### src/sv/pre_cell.sv
// ----------------------------------------------------------------------------
// pre_cell: one storage and compare cell of the element chain
// Holds one earlier element, takes its neighbor's element on a shift, and
// flags when it is greater than the element being ranked.
// ----------------------------------------------------------------------------
`timescale 1ns / 1ps

module pre_cell #(
	parameter int ELEMENT_BITS = 4
) (
	input  logic                    clk,
	input  logic                    shift_en,
	input  logic                    cell_valid,
	input  logic [ELEMENT_BITS-1:0] prev_elem,
	input  logic [ELEMENT_BITS-1:0] probe,
	output logic [ELEMENT_BITS-1:0] elem,
	output logic                    greater
);

	logic [ELEMENT_BITS-1:0] elem_q;

	// payload only, no reset
	always_ff @(posedge clk) begin
		if (shift_en) begin
			elem_q <= prev_elem;
		end
	end

	assign elem    = elem_q;
	assign greater = cell_valid && (elem_q > probe);

endmodule

### config.mk
export PLATFORM = sky130hd
export DESIGN_NAME = pre_cell
export DESIGN_NICKNAME = d
export VERILOG_FILES = /design/src/sv/pre_cell.sv
export SDC_FILE = /design/constraint.sdc
export NUM_CORES = 1
export LEC_CHECK = 0
export BUFFER_PORTS_ARGS = -buffer_cell sky130_fd_sc_hd__buf_4
export CAP_MARGIN = 40
export CORE_AREA = 2 2 39 41
export CTS_BUF_LIST = sky130_fd_sc_hd__clkbuf_8 sky130_fd_sc_hd__clkbuf_16
export DETAILED_ROUTE_END_ITERATION = 10
export DIE_AREA = 0 0 41 43
export PLACE_DENSITY_LB_ADDON = 0.05
export SETUP_SLACK_MARGIN = 0.2
export SYNTH_ARGS = -nofsm -noshare
export SYNTH_HDL_FRONTEND = slang
export SYNTH_SLANG_ARGS = --single-unit
export TNS_END_PERCENT = 50
### constraint.sdc
create_clock -name clk -period 1.2 [get_ports clk]
set_clock_uncertainty 0.15 [all_clocks]
set_input_delay 0.24 -clock clk [delete_from_list [all_inputs] [get_ports clk]]
set_output_delay 0.24 -clock clk [all_outputs]
set_load 0.1 [all_outputs]
# Yosys cells after proc, flatten, opt, wreduce, memory -nomap -nowiden
# Index checks and enable logic that the tools add are counted.
# classes
order_cmp	1
n_reduce_logical	1
# op_table
cell	n
> comparator 4 bit	1
logical AND 1 bit	1
# totals
register_bits	4
input_bits	11
output_inout_bits	5
word_cells	3

# Depth between registers and ports, before layout
# logic_depth
depth_word	2
depth_mapped	5
ltp_nobuf	5

# Worst setup path before layout
# Ideal clock, no wire load.
# synth_path
kind	register -> output
startpoint	register elem_q[3] (netlist: elem[3])
endpoint	output port greater
arrival_ns	2.924
required_time_ns	0.810
path_slack_ns	-2.114
path_stages_with_launch	5
path_buffers	0
path_cell_list	edfxtp_1 -> ha_1 -> nand4_1 -> nand2_1 -> a21oi_1
# synth_via
elab_chain_cells	2
# synth_lines
element	line	source
from (decl)	20	logic [ELEMENT_BITS-1:0] elem_q;
from (signal assigned)	25	elem_q <= prev_elem;
> comparator 4 bit	30	assign greater = cell_valid && (elem_q > probe);
logical AND 1 bit	30	
to (decl)	17	output logic greater
# No other way between the ends.

# Worst setup path after layout
# layout_path
startpoint	register elem_q[1] (netlist: elem[1])
endpoint	output port greater
# Same word-level chain as after synthesis.

==> results.md <==
- The flow ran to the end, but the final reports show violations.
- The checks that failed: negative setup slack.
- The number of buffers and inverters on the critical path is 1.
- STA puts the critical path data required time at around 0.81 ns.
- After clock tree synthesis, the clock-pin slew on the worst setup and hold paths is around 0.03 ns.
- The total number of vias is 212.
- The I/O pin count is 16.
- The library cell used most frequently in the layout, excluding fill and tap cells, is sky130_fd_sc_hd__buf_4.
- The cell area after layout is between 500 and 600 um2.
- The category of the worst setup path launch point is a flop.
- The global-route track usage on met1 is 0.07166.
- The clock tree root buffer cell is sky130_fd_sc_hd__clkbuf_8.
- The worst slew slack as a fraction of its limit is 0.8244.
- For this run, the total global-route usage over all layers was measured as 0.06552.
- In this run the static leakage power is 0.2418 nW.
- The maximum vdd drop is 681.3 uV.
- The routability-driven placement congestion ratio is ~0.55.
- The worst-path cell with the longest stage delay is sky130_fd_sc_hd__edfxtp_1.
- From synthesis to final layout, the design area changed by 132.0%.
- The critical path's largest stage delay is between 0.3 and 0.4 ns.
- Row generation in the floorplan step produced 14 rows.
- The peak-usage layer in the global routing report is met2.
- The repair_antennas step left the layout with diodes totalling 0.
- The total die area is around 0.0018 mm2.
- Of the synthesized area, sequential elements account for 0.5486.
- The largest net degree at the start of global routing is 5.
- Adding up every negative setup slack in the final design gives -1.101 ns.
- For the worst setup path, the data arrival time is ~1.5 ns.
- The maximum clock path buffer count is 2.
- Of the cells placed in the final design, the portion with a size suffix greater than 1 is 0.5750.
- The share of the clock period used by the worst path is 1.602.
- The final worst setup slack is -0.7225 ns.
- After the last flow step, the layout net total stands at 57.
- The share of synthesized area in the top cell type comes to 0.5486.
- The TritonCTS clock tree is yes.
- The total standard cell area after synthesis is 219.0 um2.
- The placed instances occupy a cell area of a little under 400 um2.
- In this run the power density over the cells is around 1400 mW/mm2.
- The wire-length estimate of the detail-placed layout is between 300 and 400 um.
- By area the synthesized netlist is led by sky130_fd_sc_hd__edfxtp_1 (55%), sky130_fd_sc_hd__ha_1 (23%), sky130_fd_sc_hd__inv_1 (6.9%).
- At the pin with the least slew margin, the transition time is about 0.26 ns.
- The post-route antenna net violation count is 0.
- The path class of the tightest hold or removal check is input pin to flop.
- After detailed routing, the total wire length is ~440 um.
- The die outline width is roughly 41 um.
- In the routed layout, each cell is associated on average with a via count of roughly 3.8.
- Walking the worst path, the cells encountered are ha_1, nor2b_1, o211ai_1, a21oi_4, buf_12.
- The number of unique standard cell types used by synthesis is 8.
- The biggest area contributor in the post-synthesis netlist is sky130_fd_sc_hd__edfxtp_1.
- The minimum clock period after layout is slightly below 2 ns.
- The total of fill cells in the finished design is about 150.
- The detailed router finished its first iteration with 0 violations.
- Setup violations remaining at the end of the flow were counted as 5.
- The synthesized net count is 33.
- The number of buffers added on ports is 15.
- In the routed design, unresolved DRC markers number 0.
- The number of sinks on the clock net is 4.
- The number of buffers added for setup after CTS is 0.
- The first global-routing pass estimated roughly 720 um of wire.
- Grouping stages by cell kind, the critical path spends the most delay in flip-flops.
- The gate count of the mapped netlist is 18.
- The initial utilization of the core area, before any placement, comes to 0.1582.
- The worst-case hold slack is ~0.055 ns.
- In the layout the commonest cells are sky130_fd_sc_hd__buf_4 (11), sky130_fd_sc_hd__buf_12 (5), sky130_fd_sc_hd__inv_1 (4), sky130_fd_sc_hd__ha_1 (4), sky130_fd_sc_hd__edfxtp_1 (4).
- The number of pins exceeding their max-slew limit in the final report was 0.
- Max-cap violations in this run came to 0.
- After detailed routing, the average wire length per cell comes to 7.804 um.
- The die is 43 um tall.
- The highest fanout seen on the critical path is 2.
- TritonCTS created 3 clock buffers.
- The yosys synthesis warning count is 0.
- Summed over all layers, the global routing overflow is 0.
- The type of the worst setup path is flop to primary output.
- The flip-flop count of the largest register, all copies and words added is 4.
- For met2 alone, demand over resource in global routing was 0.08750.
- The post-placement cell count is 53.
- The maximum operating frequency is about 0.52 GHz.
- The iteration count of the initial detailed-routing pass is 1.
- STA classifies the critical path endpoint as a primary output.
- The H-tree depth is 1.
- In the global route stage, met3 resource usage came out at 0.01571.
- Setup repair after global routing could not meet its margin everywhere.
- The final hold violation count came to 0.
- After the flow finishes, the layout carries non-filler instances totaling 56.
- The core region is around 0.0014 mm2.
- The number of global-route vias before repair is 198.
- The initial antenna violation count was 0.
- After synthesis, the mean cell area works out to 12.16 um2.
- The number of register bits inferred by synthesis is 4.
==> cells in the mapped netlist (all sizes together) <==
| cell | instances |
|---|---|
| a21oi | 2 |
| edfxtp | 4 |
| ha | 4 |
| inv | 4 |
| nand2 | 1 |
| nand4 | 1 |
| nor2b | 1 |
| o211ai | 1 |
==> report_power, final <==
part           internal, W  switching, W  total, W
combinational     0.000111      0.000149  0.000260
clock             0.000213     0.0000598  0.000273
sequential        0.000168    0.00000730  0.000175
==> logic make-up after synthesis <==
| kind of cell | Yosys count | share of synthesized area |
|---|---|---|
| adders and majority gates | 4 | 0.2286 |
| buffers and inverters | 4 | 0.06855 |
| DFF | 4 | 0.5486 |
| AOI/OAI and AO/OA | 3 | 0.08001 |
| and+or+nand+nor | 3 | 0.07431 |
==> timing repair <==
item	in CTS	in global routing
pin swaps	1	1
setup endpoints to repair	5	5
hold buffers	0	0
gates resized for setup	18	0
==> metrics by stage <==
stage / power [W] / utilization / setup slack [ns]
global route: 0.0007435 / 0.3671 / -0.7866
global placement: 0.0003873 / 0.2839 / -0.5223
floorplan: 0.0003188 / - / -1.248
detailed placement: 0.0003890 / 0.2839 / -0.5594
CTS: 0.0007221 / 0.3671 / -0.7579
finish: 0.0007076 / 0.3671 / -0.7225
==> cell type report <==
class	count	area (um2)	area share
inverter	4	15.01	0.02956
clock buffer	3	41.29	0.08128
multi-input combinational	10	95.09	0.1872
timing repair buffer	19	216.5	0.4261
sequential	4	120.1	0.2365
tap	16	20.02	0.03941
==> path summary, 6_finish.rpt <==
kind | depth (start not counted) | endpoint | start
min | 1 | elem[2]$_DFFE_PP_ | prev_elem[2]
max | 5 | greater | elem[1]$_DFFE_PP_
==> metal layers <==
layer | share of wire | routed length, um | up-vias
met2 | 0.57 | 248 | 9
met3 | 0.080 | 35 | 0
met5 | 0 | 0 | -
met1 | 0.35 | 153 | 95
li1 | - | - | 108
met4 | 0 | 0 | 0
(Power assumes the default switching activity.)
